===== src/design/lwm_pkg.sv =====
package lwm_pkg;

  typedef enum logic [1:0] {
    ActClear  = 2'd0,
    ActAppend = 2'd1,
    ActText   = 2'd2,
    ActEnd    = 2'd3
  } action_e;

  localparam logic [7:0] CharAnyRun = 8'h25;
  localparam logic [7:0] CharAnyOne = 8'h5F;

  typedef logic [7:0] char_t;

endpackage


===== src/design/lwm_nfa_step.sv =====
module lwm_nfa_step
  import lwm_pkg::*;
#(
  parameter int MAX_PATTERN = 32
) (
  input  logic [MAX_PATTERN:0]   active_i,
  input  logic [MAX_PATTERN-1:0] valid_i,
  input  char_t                  store_i [MAX_PATTERN],
  input  char_t                  char_i,
  output logic [MAX_PATTERN:0]   next_o
);

  localparam int W  = MAX_PATTERN + 1;
  localparam int Lv = (W > 1) ? $clog2(W) : 1;

  logic [MAX_PATTERN-1:0] is_run;
  logic [MAX_PATTERN-1:0] stay;
  logic [MAX_PATTERN-1:0] adv;
  logic [W-1:0]           gen [Lv+1];
  logic [W-1:0]           prop [Lv+1];

  always_comb begin
    for (int j = 0; j < MAX_PATTERN; j++) begin
      is_run[j] = valid_i[j] && (store_i[j] == CharAnyRun);
      stay[j]   = active_i[j] && is_run[j];
      adv[j]    = active_i[j] && valid_i[j] && !is_run[j] &&
                  ((store_i[j] == CharAnyOne) || (store_i[j] == char_i));
    end
  end

  // Spread liveness forward through runs of '%' as a prefix scan.
  always_comb begin
    int d;
    gen[0]  = {1'b0, stay} | {adv, 1'b0};
    prop[0] = {is_run, 1'b0};
    for (int l = 0; l < Lv; l++) begin
      d = 1 << l;
      for (int j = 0; j < W; j++) begin
        if (j >= d) begin
          gen[l+1][j]  = gen[l][j] | (prop[l][j] & gen[l][j-d]);
          prop[l+1][j] = prop[l][j] & prop[l][j-d];
        end else begin
          gen[l+1][j]  = gen[l][j];
          prop[l+1][j] = prop[l][j];
        end
      end
    end
    next_o = gen[Lv] & (prop[Lv] | ~prop[Lv]);
  end

endmodule


===== src/design/like_wildcard_matcher_top.sv =====
// Channel   Dir  Beat content
// s_axis    in   tdata[7:0] char_code; tuser[1:0] action
// m_axis    out  tdata[0] matched (rest zero); tuser[0] status
// cfg       in   cfg_data_i[0] invert_result
//
// One input beat per cycle while tready is high; actions complete when taken.
// An end-of-text beat shows its result on m_axis in the next cycle.
// The NFA update with '%' closure is a single prefix scan over the positions.
// Input is taken while the output register is empty or being drained.
// Reset clears pattern length, overflow and output; no clearing pass.
module like_wildcard_matcher_top
  import lwm_pkg::*;
#(
  parameter int MAX_PATTERN = 32
) (
  input  logic       clk_i,
  input  logic       rst_ni,
  input  logic       s_axis_tvalid,
  output logic       s_axis_tready,
  input  logic [7:0] s_axis_tdata,   // [7:0] char_code
  input  logic [1:0] s_axis_tuser,   // [1:0] action
  output logic       m_axis_tvalid,
  input  logic       m_axis_tready,
  output logic [7:0] m_axis_tdata,   // [0] matched, [7:1] zero
  output logic       m_axis_tuser,   // [0] status
  input  logic       cfg_valid_i,
  output logic       cfg_ready_o,
  input  logic       cfg_data_i
);

  localparam int N = MAX_PATTERN;

  char_t          store_q [N];
  logic [N-1:0]   valid_q, valid_d;
  logic [N:0]     active_q, active_d;
  logic [N:0]     base_q, base_d;
  logic           ovf_q, ovf_d;
  logic           invert_q;
  logic           out_valid_q;
  logic           matched_q, matched_d;
  logic           status_q;

  logic           take;
  action_e        action;
  char_t          chr;
  logic [N:0]     valid_ext;
  logic [N-1:0]   wr_sel;
  logic           full;
  logic [N:0]     end_sel;
  logic [N:0]     next_act;
  logic [N:0]     base_grow;

  assign s_axis_tready = !out_valid_q || m_axis_tready;
  assign take          = s_axis_tvalid && s_axis_tready;
  assign action        = action_e'(s_axis_tuser);
  assign chr           = s_axis_tdata;
  assign cfg_ready_o   = 1'b1;

  assign valid_ext = {valid_q, 1'b1};
  assign wr_sel    = valid_ext[N-1:0] & ~valid_q;
  assign full      = valid_q[N-1];
  assign end_sel   = {valid_q, 1'b1} & ~{1'b0, valid_q};

  always_comb begin
    base_grow = base_q;
    for (int j = 0; j < N; j++) begin
      if (base_q[j] && wr_sel[j] && (chr == CharAnyRun)) begin
        base_grow[j+1] = 1'b1;
      end
    end
  end

  lwm_nfa_step #(
    .MAX_PATTERN(MAX_PATTERN)
  ) u_step (
    .active_i(active_q),
    .valid_i (valid_q),
    .store_i (store_q),
    .char_i  (chr),
    .next_o  (next_act)
  );

  always_comb begin
    valid_d   = valid_q;
    base_d    = base_q;
    ovf_d     = ovf_q;
    active_d  = active_q;
    matched_d = !ovf_q && ((|(active_q & end_sel)) ^ invert_q);
    if (take) begin
      unique case (action)
        ActClear: begin
          valid_d  = '0;
          base_d   = (N+1)'(1);
          ovf_d    = 1'b0;
          active_d = (N+1)'(1);
        end
        ActAppend: begin
          if (full) begin
            ovf_d    = 1'b1;
            active_d = base_q;
          end else begin
            valid_d  = valid_ext[N-1:0];
            base_d   = base_grow;
            active_d = base_grow;
          end
        end
        ActText: begin
          active_d = next_act;
        end
        ActEnd: begin
          active_d = base_q;
        end
        default: begin
          active_d = active_q;
        end
      endcase
    end
  end

  always_ff @(posedge clk_i) begin
    for (int j = 0; j < N; j++) begin
      if (take && (action == ActAppend) && wr_sel[j]) begin
        store_q[j] <= chr;
      end
    end
  end

  always_ff @(posedge clk_i or negedge rst_ni) begin
    if (!rst_ni) begin
      valid_q     <= '0;
      base_q      <= (N+1)'(1);
      active_q    <= (N+1)'(1);
      ovf_q       <= 1'b0;
      invert_q    <= 1'b0;
      out_valid_q <= 1'b0;
      matched_q   <= 1'b0;
      status_q    <= 1'b0;
    end else begin
      valid_q  <= valid_d;
      base_q   <= base_d;
      active_q <= active_d;
      ovf_q    <= ovf_d;
      if (cfg_valid_i) begin
        invert_q <= cfg_data_i;
      end
      if (take && (action == ActEnd)) begin
        out_valid_q <= 1'b1;
        matched_q   <= matched_d;
        status_q    <= ovf_q;
      end else if (m_axis_tready) begin
        out_valid_q <= 1'b0;
      end
    end
  end

  assign m_axis_tvalid = out_valid_q;
  assign m_axis_tdata  = {7'b0, matched_q};
  assign m_axis_tuser  = status_q;

endmodule


===== config.mk =====
export PLATFORM = sky130hd
export DESIGN_NAME = like_wildcard_matcher_top
export DESIGN_NICKNAME = d
export VERILOG_FILES = /design/src/design/lwm_pkg.sv /design/src/design/lwm_nfa_step.sv /design/src/design/like_wildcard_matcher_top.sv
export SDC_FILE = /design/constraint.sdc
export NUM_CORES = 1
export LEC_CHECK = 0
export BUFFER_PORTS_ARGS = -buffer_cell sky130_fd_sc_hd__buf_2
export CAP_MARGIN = 20
export CORE_ASPECT_RATIO = 1.5
export CORE_MARGIN = 3
export CORE_UTILIZATION = 50
export DETAILED_ROUTE_END_ITERATION = 10
export PLACE_DENSITY = 0.68
export SYNTH_ARGS = -nofsm -noshare
export SYNTH_HDL_FRONTEND = slang
export SYNTH_HIERARCHICAL = 1
export SYNTH_SLANG_ARGS = --single-unit

===== constraint.sdc =====
create_clock -name clk_i -period 3.8 [get_ports clk_i]
set_input_delay 0.57 -clock clk_i [delete_from_list [all_inputs] [get_ports clk_i]]
set_output_delay 0.57 -clock clk_i [all_outputs]
set_load 0.005 [all_outputs]

**Word-level counts from Yosys, hierarchy flattened**

Index checks and enable logic that the tools add are counted.

- Equal/unequal tests: 102
- Muxes and demuxes: 41
- Bitwise operators: 380
- Reduce and logical (&&, ||, !) cells: 334

Operator list:

| cell | count |
|---|---|
| == test 8 x 6 -> 1 bit, second input constant | 33 |
| logical AND 1 bit | 260 |
| == test 8 x 7 -> 1 bit, second input constant | 32 |
| == test 8 bit | 32 |
| AND 1 bit | 238 |
| bitwise OR 1 bit | 135 |
| case mux 33 bit (4 select lines) | 1 |
| AND 33 bit | 2 |
| case mux 33 bit (2 select lines) | 1 |
| case mux 32 bit (2 select lines) | 1 |
| 2-to-1 mux 1 bit | 35 |
| logical NOT 1 bit | 34 |
| logical OR 1 bit | 33 |
| 2-to-1 mux 33 bit | 1 |
| inverter 32 -> 33 bit | 1 |
| bitwise OR 32 x 33 -> 33 bit | 1 |
| OR reduction 33 bit | 1 |
| AND 32 bit | 1 |
| 2-to-1 mux 32 bit | 1 |
| inverter 32 bit | 1 |
| AND reduction 3 bit | 2 |
| == test 2 bit, second input constant | 2 |
| != test 2 bit, second input constant | 2 |
| nonzero test 2 bit | 2 |
| other kinds (5) | 5 |

- Register bits after elaboration: 359
- Input port bits: 16
- Output and inout port bits: 12
- Word-level logic and storage cells: 898

**Longest topological paths before layout**

- Depth in word-level cells: 18
- Depth in mapped cells: 18
- Mapped depth without buffers: 14

**Cells and area by module**

Netlist, hierarchy kept.

Modules (own cells, without submodules):

| module | instances | cells each | area an instance (µm²) | seq. area each (µm²) |
|---|---|---|---|---|
| like_wildcard_matcher_top | 1 | 772 | 12734.7 | 10267.3 |
| lwm_nfa_step | 1 | 778 | 5555.3 | 0.0 |

**Worst setup path after synthesis**

OpenSTA, ideal clock, no wires.

- Path kind: input -> register
- From: input s_axis_tdata[2]
- To: register active_q[24]
- Library setup time: 0.141 ns
- Arrival time: 3.540 ns
- Data required time: 3.659 ns
- Path slack: 0.119 ns
- Cell stages on the path: 17
- Path buffers: 3
- Cell sequence: clkbuf_1 -> buf_2 -> buf_4 -> xor2_1 -> nor4_1 -> a21oi_1 -> nor2_1 -> a211oi_1 -> o221ai_1 -> nor2_1 -> nand4_1 -> a221o_1 -> a21bo_1 -> a21o_1 -> a221o_1 -> a22oi_1 -> a31oi_1

- Longest elaborated chain between the ends: 14
- Elaborated cells between the ends (all ways): 125
- Classes of those cells: 25 x eq/ne; 3 x mux; 48 x bitwise; 49 x reduce/logical

Ends and longest elaborated chain:

| item | line | text |
|---|---|---|
| start: declaration | like_wildcard_matcher_top.sv:20 | `input logic [7:0] s_axis_tdata,` |
| == test 8 bit | lwm_nfa_step.sv:27 | `((store_i[j] == CharAnyOne) \|\| (store_i[j] == char_i));` |
| logical OR 1 bit | lwm_nfa_step.sv:27 |  |
| logical AND 1 bit | lwm_nfa_step.sv:26 | `adv[j] = active_i[j] && valid_i[j] && !is_run[j] &&` |
| bitwise OR 32 x 33 -> 33 bit * | lwm_nfa_step.sv:34 | `gen[0] = {1'b0, stay} \| {adv, 1'b0};` |
| AND 1 bit | lwm_nfa_step.sv:40 | `gen[l+1][j] = gen[l][j] \| (prop[l][j] & gen[l][j-d]);` |
| bitwise OR 1 bit | lwm_nfa_step.sv:40 |  |
| AND 1 bit | lwm_nfa_step.sv:40 |  |
| bitwise OR 1 bit | lwm_nfa_step.sv:40 |  |
| AND 1 bit | lwm_nfa_step.sv:40 |  |
| bitwise OR 1 bit | lwm_nfa_step.sv:40 |  |
| AND 1 bit / bitwise OR 1 bit (equally long branches) | lwm_nfa_step.sv:40 |  |
| bitwise OR 1 bit / AND 1 bit (equally long branches) | lwm_nfa_step.sv:40 |  |
| bitwise OR 1 bit * | lwm_nfa_step.sv:40 |  |
| named net next_act[24] | like_wildcard_matcher_top.sv:50 | `logic [N:0] next_act;` |
| case mux 33 bit (4 select lines) * | like_wildcard_matcher_top.sv:90 | `unique case (action)` |
| end signal: assignment | like_wildcard_matcher_top.sv:132 | `active_q <= (N+1)'(1);` |
| end signal: assignment | like_wildcard_matcher_top.sv:141 | `active_q <= active_d;` |
| end: declaration | like_wildcard_matcher_top.sv:35 | `logic [N:0] active_q, active_d;` |

The timed path passes the listed nets; every way through them passes the cells marked *.
A chain may end at the register's enable or synchronous reset.

**Worst setup path after layout**

- From: register store_q[228] (netlist bit)
- To: register active_q[24]

- Longest elaborated chain between the ends: 14
- Elaborated cells between the ends (all ways): 24
- Classes of those cells: 3 x eq/ne; 1 x mux; 14 x bitwise; 6 x reduce/logical

Ends and longest elaborated chain:

| item | line | text |
|---|---|---|
| start: declaration | like_wildcard_matcher_top.sv:33 | `char_t store_q [N];` |
| start signal: indexed assignment | like_wildcard_matcher_top.sv:123 | `store_q[j] <= chr;` |
| == test 8 x 6 -> 1 bit | lwm_nfa_step.sv:24 | `is_run[j] = valid_i[j] && (store_i[j] == CharAnyRun);` |
| logical AND 1 bit | lwm_nfa_step.sv:24 |  |
| logical NOT 1 bit | lwm_nfa_step.sv:26 |  |
| logical AND 1 bit (2 in series) | lwm_nfa_step.sv:26 |  |
| bitwise OR 32 x 33 -> 33 bit | lwm_nfa_step.sv:34 |  |
| bitwise OR 1 bit (2 in series) | lwm_nfa_step.sv:40 |  |
| AND 1 bit | lwm_nfa_step.sv:40 |  |
| bitwise OR 1 bit | lwm_nfa_step.sv:40 |  |
| bitwise OR 1 bit * | lwm_nfa_step.sv:40 |  |
| AND 1 bit * | lwm_nfa_step.sv:40 |  |
| bitwise OR 1 bit * | lwm_nfa_step.sv:40 |  |
| named net next_act[24] | like_wildcard_matcher_top.sv:50 |  |
| case mux 33 bit (4 select lines) * | like_wildcard_matcher_top.sv:90 |  |

Marks and branches as above.

==> results.txt <==
Final worst setup slack: -138 ps
Share of cells above drive strength 1: 16.1%
Power density of the placed cells: 390 mW/mm^2
Worst reg-to-reg setup slack: -140 ps
Worst Path Max Fanout: 2
Fin. max-slew vios: 0
DRC viols: 0
Multi-input gate area: 0.00770 sq mm
Chip height: 240 microns
HP Class: input port to asynchronous set/reset pin
Drt first pass iters: 8
Worst setup path category: flop to flop
Syn. warnings: 6
CTS Buf Count: 35
R2r worst-path depth: 14
Antenna violations before repair: 2
DRT iter0 DRCs: 1024
Routed len/inst: 22.0 microns
Synth area leader: edfxtp_1
Post-synth EDFFs: 256
Seq. cell area: 0.0103 sq mm
Critical Path RT: 4160 ps
CTS tree: done
Initial Util: 50.7%
Dpl cells: 2141
Syn avg cell area: 11.8 sq um
Core ar.: 0.0361 sq mm
Grt total ovfl: 0
Worst r2r dst: active_q[24]
Design area: 0.0213 sq mm
Critical Path Max Stage Delay: 550 ps
TNS Setup: -555 ps
Sequential fraction of the synthesis area: 56.1%
Worst-margin pin slew: 1010 ps
Sinks on Clock Net: 359
GR Util met1: 27.9%
Number of I/O port buffers: 19
I/O pin count: 28
Slew HR: 32.0%
Area of the mapped netlist: 0.0183 sq mm
Synthesized flop and latch total: 359
Min Hold Slack: 137 ps
Worst-path clk slew: 60 ps
Mapped Cells: 1550
Fin crit share: 104%
Synth Flop Type: edfxtp_1
Tmin final: 3940 ps
GP Congestion: 0.879
Max clock buf depth: 3
Max Cap Violations: 0
# rows: 85
CP arrival: 4300 ps
Top cell type's share of synthesized area: 42.0%
Worst-Skew Late Latency: 540 ps
Fillers: 2927
Critical path startpoint category: flop
Antenna viol nets, final: 0
Pin count of the biggest net entering global routing: 62
# setup viols final: 9
Area delta synth->final: 16.3%
Most used routing layer: met2
Slowest-stage cell, CP: or4b_4
Worst path cell trace: or4b_4 > or4b_4 > nand3_2 > a21oi_2 > a221oi_2 > a311oi_2 > o211ai_2 > nand4_1 > a221o_1 > a21bo_1 > a21o_1 > a221o_1 > a22oi_1 > a31oi_1
DP Wirelength: 33600 microns
RSZ-0062 raised after global routing: yes
Die W: 162 microns
Vias/cell: 6.19
FMAX: 0.254 GHz
Setup crit end kind: flop
Placement-stage cell area: 0.0200 sq mm
GR Util met2: 45.3%
Met3 Use GR: 2.81%
DR vias: 13726
Failing checks: negative setup slack
Root Driver: clkbuf_16
GR Util All Layers: 24.4%
Vias in the first global route: 14024
H-tree depth: 2
Skew final: 22.7 ps
Fin nets: 1727
Synth top area cells: edfxtp_1 (42%), dfrtp_1 (14%), xnor2_1 (7.3%), xor2_1 (5.0%), nor2_1 (2.2%)
Ys async rst share: 28.7%
DIE AREA: 0.0390 sq mm
First-pass GRT wire length: 74900 microns
Launch point of the worst reg-to-reg path: store_q[228]
Final Hold Fails: 0
Status: finished, violations left
Final Non-Filler Cells: 2216
VDD IR max: 365 uV
Leak pwr: 7.73 nW
Number of library cell types mapped by synthesis: 73
Routed WL: 48800 microns
[flip-flops by register name (all words and copies together) (netlist names)]
| register | flops |
|---|---|
| active_q | 33 |
| m_axis_tuser | 1 |
| base_q | 33 |
| invert_q | 1 |
| m_axis_tvalid | 1 |
| store_q | 256 |
| ovf_q | 1 |
| matched_q | 1 |
| valid_q | 32 |
[layer usage]
| layer | vias up | routed length, microns | share of wire, % |
|---|---|---|---|
| met5 | - | 0 | 0 |
| met4 | 0 | 2420 | 5.0 |
| met2 | 478 | 25600 | 52 |
| met1 | 6927 | 18600 | 38 |
| met3 | 150 | 2180 | 4.5 |
| li1 | 6171 | - | - |
[power breakdown]
part,switching [mW],internal [mW]
clock network,1.43,1.94
logic,0.365,0.224
registers,0.0693,4.26
total,1.87,6.42
[layout make-up]
type                            count  area share, %
Antenna cell                        3         0.0353
Clock buffer                       49           4.61
Clock inverter                     12          0.500
Inverter                           18          0.318
Multi-Input combinational cell   1101           36.2
Sequential cell                   359           48.3
Tap cell                          478           2.81
Timing Repair Buffer              196           7.23
[worst max-delay path, delay by kind of cell, from the launching register on]
kind	cells	cell delay, ps
compound gates	10	2010
flops	1	380
simple gates	4	1370
[layout by cell type (no fill, tap or decap), drive strengths merged, types with 5 or more instances in the layout]
cell type,instances
edfxtp,256
buf,196
xnor2,152
nor2,106
xor2,104
dfrtp,101
nand2,99
a21oi,65
nand4,51
clkbuf,49
nand3b,45
a31oi,41
nor4,37
nand3,37
and3b,35
a22oi,32
o21ai,32
a22o,31
nor3b,29
and4b,29
nand4b,22
nor4b,21
inv,18
nor2b,11
and3,10
nor3,10
clkinv,10
conb,8
nand4bb,8
and2,8
or4b,8
a21o,6
o31ai,6
a221o,5
o211ai,5
[synth_stat cells (3+ instances only)]
library cell and count:
a211o_1 3, a211oi_1 4, a21o_1 6, a21oi_1 65, a221o_1 5, a22o_1 30, a22oi_1 32, a31oi_1 41
a41oi_1 4, and2_1 7, and3_1 10, and3b_1 33, and4b_1 29, buf_2 20, buf_4 17, clkbuf_1 40
dfrtp_1 101, edfxtp_1 256, inv_1 18, nand2_1 99, nand3_1 37, nand3b_1 45, nand4_1 51, nand4b_1 22
nand4bb_1 8, nor2_1 106, nor2b_1 11, nor3_1 10, nor3b_1 29, nor4_1 37, nor4b_1 19, o211ai_1 4
o21ai_0 28, o21ai_1 4, o31ai_1 6, or4b_1 7, xnor2_1 152, xor2_1 104
[timing repair]
action                     CTS  global route
setup endpoints to repair    7            14
setup buffers                7             5
hold buffers                 0             0
resized for setup           10            11
pin swaps                   19            27
gates cloned                 0             0
[cell families after synthesis]
| kind of cell | share of synthesized area (%) |
|---|---|
| XOR/XNOR | 12.3 |
| flip-flops | 56.1 |
| other | 0.0411 |
| AND/OR/NAND/NOR | 19.4 |
| multiplexers | 0.123 |
| buffers and inverters | 2.46 |
| AO/OA/AOI/OAI | 9.62 |
[through the flow]
step | setup slack [ps] | util (%) | power (mW)
floorplan | 119 | - | 4.72
global placement | -112 | 55.4 | 4.97
detailed placement | -236 | 55.4 | 4.99
CTS | -142 | 58.7 | 8.34
global route | -257 | 59.0 | 8.54
finish | -138 | 59.0 | 8.29
[worst max path at each step]
| stage | from | end | slack (ps) | depth (start not counted) |
|---|---|---|---|---|
| floorplan | s_axis_tdata[2] | active_q[24] | 120 | 17 |
| global placement | s_axis_tdata[0] | active_q[32] | -110 | 16 |
| detailed placement | s_axis_tdata[0] | active_q[24] | -240 | 15 |
| CTS | store_q[228] | active_q[24] | -140 | 14 |
| global route | store_q[228] | active_q[14] | -260 | 17 |
| finish | store_q[228] | active_q[24] | -140 | 14 |
Note: power is estimated with default switching activity, not from simulation.
